### config.mk
export PLATFORM = sky130hd
export DESIGN_NAME = char_lcd_nibble_writer_flat
export DESIGN_NICKNAME = d
export VERILOG_FILES = /design/src/sv/clnw_pkg.sv /design/src/sv/clnw_if.sv /design/src/sv/char_lcd_nibble_writer.sv /design/src/flat_wrapper.sv
export SDC_FILE = /design/constraint.sdc
export NUM_CORES = 1
export LEC_CHECK = 0
export BUFFER_PORTS_ARGS = -buffer_cell sky130_fd_sc_hd__buf_2
export CORE_ASPECT_RATIO = 1.1
export CORE_MARGIN = 2
export CORE_UTILIZATION = 52
export DETAILED_ROUTE_END_ITERATION = 16
export PLACE_DENSITY = 0.89
export SYNTH_ARGS = -nofsm -noshare
export SYNTH_HDL_FRONTEND = slang
export SYNTH_SLANG_ARGS = --single-unit
### constraint.sdc
create_clock -name clk_i -period 2.44 [get_ports clk_i]
set_clock_uncertainty 0.05 [all_clocks]
set_input_delay 0.488 -clock clk_i [delete_from_list [all_inputs] [get_ports clk_i]]
set_output_delay 0.488 -clock clk_i [all_outputs]
set_load 0.02 [all_outputs]
### src/sv/clnw_pkg.sv
// ----------------------------------------------------------------------------
// clnw_pkg
// Shared types, constants and the control store of the LCD nibble writer.
// ----------------------------------------------------------------------------
`timescale 1ns / 1ps
`default_nettype none

package clnw_pkg;

  // Request modes.
  localparam logic [1:0] MODE_INIT = 2'd0;
  localparam logic [1:0] MODE_PUTC = 2'd1;
  localparam logic [1:0] MODE_GOTO = 2'd2;

  // Characters with a special meaning in put character mode.
  localparam logic [7:0] CHAR_FF = 8'h0C;
  localparam logic [7:0] CHAR_LF = 8'h0A;

  // Commands built from a request.
  localparam logic [7:0] CMD_CLEAR     = 8'h01;
  localparam logic [7:0] CMD_SET_DDRAM = 8'h80;
  localparam logic [7:0] CMD_LINE_TWO  = 8'hC0;

  localparam int PROG_DEPTH = 17;
  localparam int PC_W       = $clog2(PROG_DEPTH);

  // Entry points into the control store.
  localparam logic [PC_W-1:0] PC_INIT = PC_W'(0);
  localparam logic [PC_W-1:0] PC_BYTE = PC_W'(15);

  typedef enum logic [1:0] {
    SRC_CONST,
    SRC_HI,
    SRC_LO
  } nib_src_e;

  typedef enum logic {
    OP_NEXT,
    OP_END
  } seq_op_e;

  // One control word: where the nibble comes from, whether register select
  // follows the request, the two waits and the sequencing operation.
  typedef struct packed {
    nib_src_e   src;
    logic       rs_from_req;
    logic [3:0] nib;
    logic [6:0] before_ms;
    logic [6:0] after_ms;
    seq_op_e    op;
  } ucode_t;

  function automatic ucode_t ucode_rom(input logic [PC_W-1:0] pc);
    ucode_t w;
    w = '{src: SRC_CONST, rs_from_req: 1'b0, nib: 4'h0, before_ms: 7'd0,
          after_ms: 7'd0, op: OP_END};
    case (pc)
      // Wake nibbles.
      PC_W'(0):  begin w.nib = 4'h3; w.before_ms = 7'd100; w.after_ms = 7'd50;
                       w.op = OP_NEXT; end
      PC_W'(1):  begin w.nib = 4'h3; w.after_ms = 7'd50;  w.op = OP_NEXT; end
      PC_W'(2):  begin w.nib = 4'h2; w.after_ms = 7'd100; w.op = OP_NEXT; end
      // Function set 0x28.
      PC_W'(3):  begin w.nib = 4'h2; w.op = OP_NEXT; end
      PC_W'(4):  begin w.nib = 4'h8; w.after_ms = 7'd2; w.op = OP_NEXT; end
      // Display off 0x08.
      PC_W'(5):  begin w.nib = 4'h0; w.op = OP_NEXT; end
      PC_W'(6):  begin w.nib = 4'h8; w.after_ms = 7'd2; w.op = OP_NEXT; end
      // Display on 0x0C.
      PC_W'(7):  begin w.nib = 4'h0; w.op = OP_NEXT; end
      PC_W'(8):  begin w.nib = 4'hC; w.after_ms = 7'd2; w.op = OP_NEXT; end
      // Clear 0x01.
      PC_W'(9):  begin w.nib = 4'h0; w.op = OP_NEXT; end
      PC_W'(10): begin w.nib = 4'h1; w.after_ms = 7'd2; w.op = OP_NEXT; end
      // Entry mode 0x04.
      PC_W'(11): begin w.nib = 4'h0; w.op = OP_NEXT; end
      PC_W'(12): begin w.nib = 4'h4; w.after_ms = 7'd2; w.op = OP_NEXT; end
      // Clear 0x01, end of the init sequence.
      PC_W'(13): begin w.nib = 4'h0; w.op = OP_NEXT; end
      PC_W'(14): begin w.nib = 4'h1; w.after_ms = 7'd2; w.op = OP_END; end
      // One byte from the request, high nibble first.
      PC_W'(15): begin w.src = SRC_HI; w.rs_from_req = 1'b1; w.op = OP_NEXT; end
      PC_W'(16): begin w.src = SRC_LO; w.rs_from_req = 1'b1; w.after_ms = 7'd2;
                       w.op = OP_END; end
      default:   w.op = OP_END;
    endcase
    return w;
  endfunction

endpackage

`default_nettype wire

### src/sv/clnw_if.sv
// ----------------------------------------------------------------------------
// clnw_in_if / clnw_out_if
// Valid/ready channels for requests and for nibble strobes.
// ----------------------------------------------------------------------------
`timescale 1ns / 1ps
`default_nettype none

interface clnw_in_if;
  logic       valid;
  logic       ready;
  logic [1:0] mode;
  logic [7:0] char_code;
  logic [5:0] column;
  logic       line;

  modport source (output valid, mode, char_code, column, line, input ready);
  modport sink   (input valid, mode, char_code, column, line, output ready);
endinterface

interface clnw_out_if;
  logic       valid;
  logic       ready;
  logic       register_select;
  logic [3:0] nibble;
  logic [6:0] wait_before_ms;
  logic [6:0] wait_after_ms;
  logic       last;

  modport source (output valid, register_select, nibble, wait_before_ms,
                  wait_after_ms, last, input ready);
  modport sink   (input valid, register_select, nibble, wait_before_ms,
                  wait_after_ms, last, output ready);
endinterface

`default_nettype wire

### src/sv/char_lcd_nibble_writer.sv
// ----------------------------------------------------------------------------
// char_lcd_nibble_writer
// Turns LCD requests into a burst of 4-bit nibble strobes with waits.
// ----------------------------------------------------------------------------
// A request is taken when the sequencer is free. The sequencer then issues
// one strobe per cycle from a small control store while the strobe sink
// keeps up. A put character or go to position request gives two strobes and
// an init request fifteen. The output register decouples the strobe sink,
// and the sequencer stalls while a strobe waits to be taken. A request with
// mode 3 is taken and produces no strobe.
`timescale 1ns / 1ps
`default_nettype none

module char_lcd_nibble_writer (
  input  wire logic   clk_i,
  input  wire logic   rst_ni,
  clnw_in_if.sink     in_i,
  clnw_out_if.source  out_o
);

  logic                     busy_q, busy_d;
  logic [clnw_pkg::PC_W-1:0] pc_q, pc_d;
  logic [7:0]               byte_q, byte_d;
  logic                     rs_q, rs_d;
  logic                     out_valid_q;
  logic                     out_rs_q;
  logic [3:0]               out_nib_q;
  logic [6:0]               out_before_q;
  logic [6:0]               out_after_q;
  logic                     out_last_q;

  clnw_pkg::ucode_t         uw;
  logic                     in_acc;
  logic                     step;
  logic [3:0]               nib_sel;

  assign in_i.ready = !busy_q;
  assign in_acc     = in_i.valid && !busy_q;
  assign step       = busy_q && (!out_valid_q || out_o.ready);
  assign uw         = clnw_pkg::ucode_rom(pc_q);

  always_comb begin
    case (uw.src)
      clnw_pkg::SRC_HI: nib_sel = byte_q[7:4];
      clnw_pkg::SRC_LO: nib_sel = byte_q[3:0];
      default:          nib_sel = uw.nib;
    endcase
  end

  // Sequencing and request decode: the byte and its register select level.
  always_comb begin
    busy_d = busy_q;
    pc_d   = pc_q;
    byte_d = byte_q;
    rs_d   = rs_q;
    if (step) begin
      if (uw.op == clnw_pkg::OP_END) begin
        busy_d = 1'b0;
      end else begin
        pc_d = pc_q + clnw_pkg::PC_W'(1);
      end
    end
    if (in_acc) begin
      unique case (in_i.mode)
        clnw_pkg::MODE_INIT: begin
          busy_d = 1'b1;
          pc_d   = clnw_pkg::PC_INIT;
        end
        clnw_pkg::MODE_PUTC: begin
          busy_d = 1'b1;
          pc_d   = clnw_pkg::PC_BYTE;
          if (in_i.char_code == clnw_pkg::CHAR_FF) begin
            byte_d = clnw_pkg::CMD_CLEAR;
            rs_d   = 1'b0;
          end else if (in_i.char_code == clnw_pkg::CHAR_LF) begin
            byte_d = clnw_pkg::CMD_LINE_TWO;
            rs_d   = 1'b0;
          end else begin
            byte_d = in_i.char_code;
            rs_d   = 1'b1;
          end
        end
        clnw_pkg::MODE_GOTO: begin
          busy_d = 1'b1;
          pc_d   = clnw_pkg::PC_BYTE;
          // With a 6-bit column the address is simply line over column.
          byte_d = clnw_pkg::CMD_SET_DDRAM | {1'b0, in_i.line, in_i.column};
          rs_d   = 1'b0;
        end
        default: begin
        end
      endcase
    end
  end

  always_ff @(posedge clk_i or negedge rst_ni) begin
    if (!rst_ni) begin
      busy_q      <= 1'b0;
      pc_q        <= '0;
      out_valid_q <= 1'b0;
    end else begin
      busy_q <= busy_d;
      pc_q   <= pc_d;
      if (step) begin
        out_valid_q <= 1'b1;
      end else if (out_o.ready) begin
        out_valid_q <= 1'b0;
      end
    end
  end

  always_ff @(posedge clk_i) begin
    byte_q <= byte_d;
    rs_q   <= rs_d;
    if (step) begin
      out_rs_q     <= uw.rs_from_req ? rs_q : 1'b0;
      out_nib_q    <= nib_sel;
      out_before_q <= uw.before_ms;
      out_after_q  <= uw.after_ms;
      out_last_q   <= (uw.op == clnw_pkg::OP_END);
    end
  end

  assign out_o.valid           = out_valid_q;
  assign out_o.register_select = out_rs_q;
  assign out_o.nibble          = out_nib_q;
  assign out_o.wait_before_ms  = out_before_q;
  assign out_o.wait_after_ms   = out_after_q;
  assign out_o.last            = out_last_q;

  // An accepted init request starts the sequencer at its entry point.
  a_start: assert property (@(posedge clk_i) disable iff (!rst_ni)
    in_acc && (in_i.mode == clnw_pkg::MODE_INIT) |=> busy_q && (pc_q == clnw_pkg::PC_INIT))
    else $error("init request did not start the sequence");

  // Issuing the final control word frees the sequencer.
  a_end: assert property (@(posedge clk_i) disable iff (!rst_ni)
    step && (uw.op == clnw_pkg::OP_END) |=> !busy_q)
    else $error("sequencer still busy after its last strobe");

  // A busy sequencer with an empty output register always issues a strobe.
  a_progress: assert property (@(posedge clk_i) disable iff (!rst_ni)
    busy_q && !out_valid_q |=> out_valid_q)
    else $error("sequencer stalled with the output register empty");

  // The program counter never runs past the control store.
  a_pc_range: assert property (@(posedge clk_i) disable iff (!rst_ni)
    busy_q |-> (pc_q < clnw_pkg::PC_W'(clnw_pkg::PROG_DEPTH)))
    else $error("program counter beyond the control store");

endmodule

`default_nettype wire

### src/flat_wrapper.sv
// flat-port wrapper written by rule: the top's interface ports become plain ports
module char_lcd_nibble_writer_flat 
  (clk_i, rst_ni, in_i_valid, in_i_mode, in_i_char_code, in_i_column, in_i_line, in_i_ready, out_o_valid, out_o_register_select, out_o_nibble, out_o_wait_before_ms, out_o_wait_after_ms, out_o_last, out_o_ready);
  clnw_in_if in_i_i ();
  clnw_out_if out_o_i ();
  input  wire logic clk_i;
  input  wire logic rst_ni;
  input wire logic [$bits(in_i_i.valid)-1:0] in_i_valid;
  input wire logic [$bits(in_i_i.mode)-1:0] in_i_mode;
  input wire logic [$bits(in_i_i.char_code)-1:0] in_i_char_code;
  input wire logic [$bits(in_i_i.column)-1:0] in_i_column;
  input wire logic [$bits(in_i_i.line)-1:0] in_i_line;
  output wire logic [$bits(in_i_i.ready)-1:0] in_i_ready;
  output wire logic [$bits(out_o_i.valid)-1:0] out_o_valid;
  output wire logic [$bits(out_o_i.register_select)-1:0] out_o_register_select;
  output wire logic [$bits(out_o_i.nibble)-1:0] out_o_nibble;
  output wire logic [$bits(out_o_i.wait_before_ms)-1:0] out_o_wait_before_ms;
  output wire logic [$bits(out_o_i.wait_after_ms)-1:0] out_o_wait_after_ms;
  output wire logic [$bits(out_o_i.last)-1:0] out_o_last;
  input wire logic [$bits(out_o_i.ready)-1:0] out_o_ready;
  assign in_i_i.valid = in_i_valid;
  assign in_i_i.mode = in_i_mode;
  assign in_i_i.char_code = in_i_char_code;
  assign in_i_i.column = in_i_column;
  assign in_i_i.line = in_i_line;
  assign in_i_ready = in_i_i.ready;
  assign out_o_valid = out_o_i.valid;
  assign out_o_register_select = out_o_i.register_select;
  assign out_o_nibble = out_o_i.nibble;
  assign out_o_wait_before_ms = out_o_i.wait_before_ms;
  assign out_o_wait_after_ms = out_o_i.wait_after_ms;
  assign out_o_last = out_o_i.last;
  assign out_o_i.ready = out_o_ready;
  char_lcd_nibble_writer u_core (.clk_i(clk_i), .rst_ni(rst_ni), .in_i(in_i_i), .out_o(out_o_i));
endmodule
==> results.json, run 1 <==
{
  "wl_um": 3027,
  "switchingPower_mw": 0.8431,
  "tns_ps": 0,
  "overflow": 0,
  "dp_cells": 208,
  "crit_family": "adder cells",
  "vias": 1189,
  "finalPower_mw": 1.974,
  "synthAdderAreaFrac_pct": 6.319,
  "status": "finished clean",
  "numPortBuffers": 36,
  "netlist.area_leader.share_pct": 37.91,
  "powerDensity_nw_per_um2": 1101,
  "antenna_found_initial": 0,
  "nets": 209,
  "insertion_delay_ps": 340,
  "synth-seq-cells": 27,
  "synth_edf_count": 20,
  "vias_per_cell": 5.582,
  "areaGrowthSynthToFinish_pct": 13.19,
  "setup_viol": 0,
  "grt_setup_unrepaired": "false",
  "die_h_um": 61.89,
  "worst-endpoint-required_ps": 2490,
  "maxCapViolations": 0,
  "cp_cell_sequence": "ha_1 -> and3_1 -> ha_1 -> and3_1 -> a221o_1",
  "p_leak_nw": 0.7662,
  "synth_common_cells": "20 x edfxtp_1, 9 x buf_4, 9 x inv_1, 9 x nor2_1",
  "ys_seq_area_share_pct": 48.97,
  "critPathMaxStageDelay_ps": 450,
  "synthTopCellsByArea": "edfxtp_1 38%, dfrtp_1 11%, ha_1 6.3%, buf_4 4.3%, a21oi_1 2.5%",
  "cts_buffer_depth": 2,
  "cpMaxStageDelayCell": "dfrtp_1",
  "path_buf_inv": 0,
  "min_from": "out_o_ready",
  "dr.pass1.iters": 4,
  "fmax_mhz": 473.7,
  "h-tree-depth": 1,
  "final-max-slew-violation-count": 0,
  "clock-sinks": 27,
  "postSynthCellCount": 145,
  "yosysMostFrequentCell": "edfxtp_1",
  "seq_power_share_pct": 41.3,
  "power.share.switching_pct": 42.70,
  "instances_no_fill": 213,
  "cts_made_buffers": 3,
  "initial_core_util_pct": 53.35,
  "cts_root_buf": "clkbuf_4",
  "cts_tree": "yes",
  "yosys.cell_types.count": 44,
  "die_area_sq_um": 3504,
  "yosysTopAreaCell": "edfxtp_1",
  "cts_resized": 0,
  "arrival_ps": 2160,
  "comb_power_share_pct": 48.5,
  "power.share.clock_pct": 10.3,
  "post_synth_xor_area_fraction_pct": 0.5529,
  "synth_warnings": 0,
  "first_global_vias": 1100,
  "std_cell_rows": 21,
  "synth-async-reset-ratio_pct": 25.93,
  "dp_hpwl_um": 2342,
  "stdcell_area_sq_um": 1793,
  "syn_area_sq_um": 1584,
  "synthMuxAreaShare_pct": 1.422,
  "crit_start": "u_core.pc_q[0]",
  "hold_class": "input pin to flip-flop",
  "drive_above_1_share_pct": 29.61,
  "synthFlopType": "edfxtp_1",
  "intPower_mw": 1.131,
  "synth_top_family_by_area": "compound AO/OA/AOI/OAI gates",
  "n_antenna_cell": 0,
  "hold_viol_final": 0,
  "cp-end-kind": "flip-flop",
  "criticalPathCategory": "flip-flop to flip-flop",
  "first_iter_violations": 31,
  "timing.rr.start": "u_core.pc_q[0]",
  "grt_pass1_wl_um": 4974,
  "syn_area_per_cell_sq_um": 10.92,
  "dieWidth_um": 56.63,
  "period_needed_ps": 2111,
  "cp_max_fo": 7,
  "drc": 0,
  "avgRoutedWirePerCell_um": 14.21,
  "core_sq_um": 2969,
  "clk_pin_slew_ps": 150,
  "startpoint_type": "flip-flop",
  "ant_nets": 0,
  "place_area_sq_um": 1753,
  "final_core_util_pct": 60.39,
  "grt_use_total_pct": 18.45,
  "synthSimpleGateAreaFrac_pct": 15.72,
  "grt_start_max_net_pins": 17,
  "vdd_ir_drop_max_v": 0.0006191,
  "gp_congestion": 0.8794,
  "synth_compound_area_share_pct": 18.64,
  "ios": 43,
  "timing.final.crit_share_pct": 86.52
}
through the flow:
step                hold WS [ps]  worst slack, ps
CTS                        384.8            360.4
finish                     385.4            328.9
detailed placement         279.9            379.5
floorplan                  142.4            428.4
global placement           274.9            426.1
global route               378.5            275.5
cell families (layout without fill, tap and decap cells):
| logic type | after synthesis | count (layout) |
|---|---|---|
| fa+ha+maj | 8 | 8 |
| simple gates | 42 | 42 |
| flops | 27 | 27 |
| mux | 2 | 2 |
| buf+inv | 24 | 53 |
| xor+xnor | 1 | 1 |
| compound gates | 40 | 40 |
| other cells | 1 | 6 |
flip-flops by register name, summed over array words and instances, names as in the netlist:
| signal | count |
|---|---|
| u_core.busy_q | 1 |
| u_core.out_o.last | 1 |
| u_core.out_o.valid | 1 |
| u_core.byte_q | 8 |
| u_core.rs_q | 1 |
| u_core.pc_q | 5 |
| u_core.out_o.nibble | 4 |
| u_core.out_o.register_select | 1 |
| u_core.out_o.wait_before_ms | 1 |
| u_core.out_o.wait_after_ms | 4 |
what timing repair did:
item,4_1_cts,5_1_grt
hold buffers,1,0
endpoints found under the hold margin,7,0
buffers inserted,0,0
cell type report:
cell class	count	area, sq um
Fill cell	260	1176
Sequential cell	27	775.7
Multi-Input combinational cell	99	698.2
Timing Repair Buffer	40	212.7
Tap cell	34	42.54
Inverter	9	33.78
Clock buffer	3	22.52
Clock inverter	1	7.507
cell usage in the layout, fill, tap and decap left out, types with 3 or more instances in the layout:
cell      instances
edfxtp_1         20
buf_2            36
nor2b_1           4
inv_1             9
nand3_1           4
o31a_1            3
o311a_1           3
buf_4             3
nor2_1            9
ha_1              8
clkbuf_4          3
nand2_1           6
a22o_1            3
o21ai_0           5
a21oi_1           8
conb_1            6
dfrtp_1           7
and2_1            3
nand2b_1          3
nor3_1            3
path summary, 6_finish.rpt:
kind                                     endpoint  slack [ps]  cells past startpoint
setup / recovery           u_core.out_o.nibble[1]         330                      5
setup reg to reg           u_core.out_o.nibble[1]         330                      5
min in group asynchronous      u_core.out_o.valid         440                      2
max in group asynchronous          u_core.pc_q[0]        1750                      2
hold reg to reg                u_core.out_o.valid         500                      2
hold / removal                 u_core.out_o.valid         390                      3
layer usage:
layer  vias to the layer above  global-route usage, %  routed length, um
li1                        592                      -                  -
met4                         0                  9.524                 47
met5                         -                      0                  0
met3                         4                  2.070                106
met2                        32                  33.39               1539
met1                       561                  22.21               1334
power groups by stage:
stage / registers [mW] / logic (mW) / clock network, mW
6_report: 0.815 / 0.957 / 0.203
5_1_grt: 0.839 / 1.05 / 0.226
4_1_cts: 0.813 / 0.957 / 0.206
3_5_place_dp: 0.825 / 0.953 / 0
3_3_place_gp: 0.818 / 0.934 / 0
2_1_floorplan: 0.896 / 0.644 / 0
worst reg2reg max path, cell delays in order (launching register included):
cell     delay [ps]
dfrtp_1         450
ha_1            280
and3_1          210
ha_1            270
and3_1          250
a221o_1         360
Note: power is estimated with default switching activity, not from simulation.
==> inputs of run 2 (changes only) <==
ABC_CLOCK_PERIOD_IN_PS = 2370   (was unset)
PLACE_DENSITY = 0.79   (was 0.89)
clock period = 2.37 ns   (was 2.44 ns; I/O delays follow)
==> results.json, run 2 (synthesis gave the netlist of run 1 again) <==
{
  "drc": 0,
  "grt_setup_unrepaired": "false",
  "cts_resized": 0,
  "numPortBuffers": 36,
  "hold_class": "input pin to flip-flop",
  "final-max-slew-violation-count": 0,
  "drive_above_1_share_pct": 29.61,
  "hold_viol_final": 0,
  "instances_no_fill": 213,
  "tns_ps": 0,
  "cts_buffer_depth": 2,
  "multi_input_area_sq_um": 698.2,
  "final_core_util_pct": 60.30,
  "grt_pass1_wl_um": 4678,
  "nets": 209,
  "powerDensity_nw_per_um2": 1120,
  "r2r_setup_slack_ps": 320,
  "cts_tree": "yes",
  "n_antenna_cell": 0,
  "regArea_sq_um": 775.7,
  "maxCapViolations": 0,
  "insertion_delay_ps": 320,
  "cts_made_buffers": 3,
  "status": "finished clean",
  "dp_cells": 208,
  "cts_root_buf": "clkbuf_4",
  "ios": 43,
  "die_h_um": 61.89,
  "antenna_found_initial": 0,
  "die_area_sq_um": 3504,
  "avgRoutedWirePerCell_um": 13.25,
  "cpMaxStageDelayCell": "dfrtp_1",
  "criticalPathCategory": "flip-flop to flip-flop",
  "fmax_mhz": 487.1,
  "timing.final.crit_share_pct": 86.63,
  "final_cell_mix": "36 x buf_2, 20 x edfxtp_1, 9 x inv_1, 9 x nor2_1",
  "vdd_ir_drop_max_v": 0.0006283,
  "setup_viol": 0,
  "vias": 1198,
  "period_needed_ps": 2053,
  "largest_reg_flops": 8,
  "areaGrowthSynthToFinish_pct": 13.03,
  "hold_slack_ps": 380.9,
  "first_global_vias": 1102,
  "dr.pass1.iters": 4,
  "postCtsSetupBuffers": 0,
  "p_leak_nw": 0.7699,
  "clk_pin_slew_ps": 140,
  "dp_hpwl_um": 2235,
  "worst-endpoint-required_ps": 2410,
  "regMostFlops": "u_core.byte_q",
  "gp_congestion": 0.9000,
  "reg_top3": "u_core.byte_q (8), u_core.pc_q (5)",
  "cts_hold_buf": 1,
  "grt_use_total_pct": 17.23,
  "cp_cell_sequence": "ha_1 -> and3_1 -> ha_1 -> and3_1 -> a221o_1",
  "grt_start_max_net_pins": 18,
  "wl_um": 2823,
  "ant_nets": 0,
  "mostFrequentLayoutCell": "buf_2",
  "first_iter_violations": 39,
  "clock-sinks": 27,
  "vias_per_cell": 5.624,
  "startpoint_type": "flip-flop",
  "initial_core_util_pct": 53.35,
  "cp-end-kind": "flip-flop",
  "h-tree-depth": 1,
  "finalPower_mw": 2.006,
  "critPathMaxStageDelay_ps": 440,
  "dieWidth_um": 56.63,
  "arrival_ps": 2090,
  "core_sq_um": 2969,
  "overflow": 0,
  "std_cell_rows": 21,
  "fill_cells": 266,
  "cp_max_fo": 7
}
## run 2: cell types whose count changed in the layout (fill, tap and decap cells not counted)
cell,delta
clkinv_2,+1
clkinvlp_4,-1
## run 2: routing by layer
layer	vias to the layer above	GRT usage [%]	wire length, um
met5	-	0	0
met1	551	19.58	1139
met4	0	11.22	60
met3	6	1.863	152
met2	48	31.56	1471
li1	593	-	-
## run 2: path summary, 6_finish.rpt
check / startpoint / to / cells after the start
worst max-delay path: u_core.pc_q[0] / u_core.out_o.nibble[1] / 5
worst min-delay path: in_i_column[2] / u_core.byte_q[2] / 3
worst max register to register: u_core.pc_q[0] / u_core.out_o.nibble[1] / 5
worst min register to register: u_core.byte_q[6] / u_core.out_o.nibble[2] / 1
max in group asynchronous: rst_ni / u_core.pc_q[1] / 2
min in group asynchronous: rst_ni / u_core.pc_q[3] / 2
## run 2: cell type report
cell class / instances / area share (%)
repair buffers: 40 / 11.88
inverters: 9 / 1.887
flip-flops and latches: 27 / 43.33
clock inverters: 1 / 0.2795
well taps: 34 / 2.376
multi-input cells: 99 / 38.99
clock buffers: 3 / 1.258
## run 2: worst max-delay path, delay by kind of cell (launching register included)
family	cells	cell delay, ps
adder cells (fa/ha/maj)	2	530
AND/OR/NAND/NOR	2	450
flip-flops	1	440
AO/OA/AOI/OAI	1	350
## run 2: report_power, final
group / internal [mW] / switching [mW] / total [mW]
clock: 0.0632 / 0.129 / 0.192
sequential: 0.715 / 0.123 / 0.837
combinational: 0.384 / 0.593 / 0.976
## run 2: stage by stage
| step | worst slack (ps) | cell area (sq um) |
|---|---|---|
| 3_3_place_gp | 359.8 | 1753 |
| 5_1_grt | 219.2 | 1790 |
| 6_report | 316.9 | 1790 |
| 3_5_place_dp | 318.2 | 1753 |
| 2_1_floorplan | 372.4 | 1603 |
| 4_1_cts | 299.6 | 1790 |
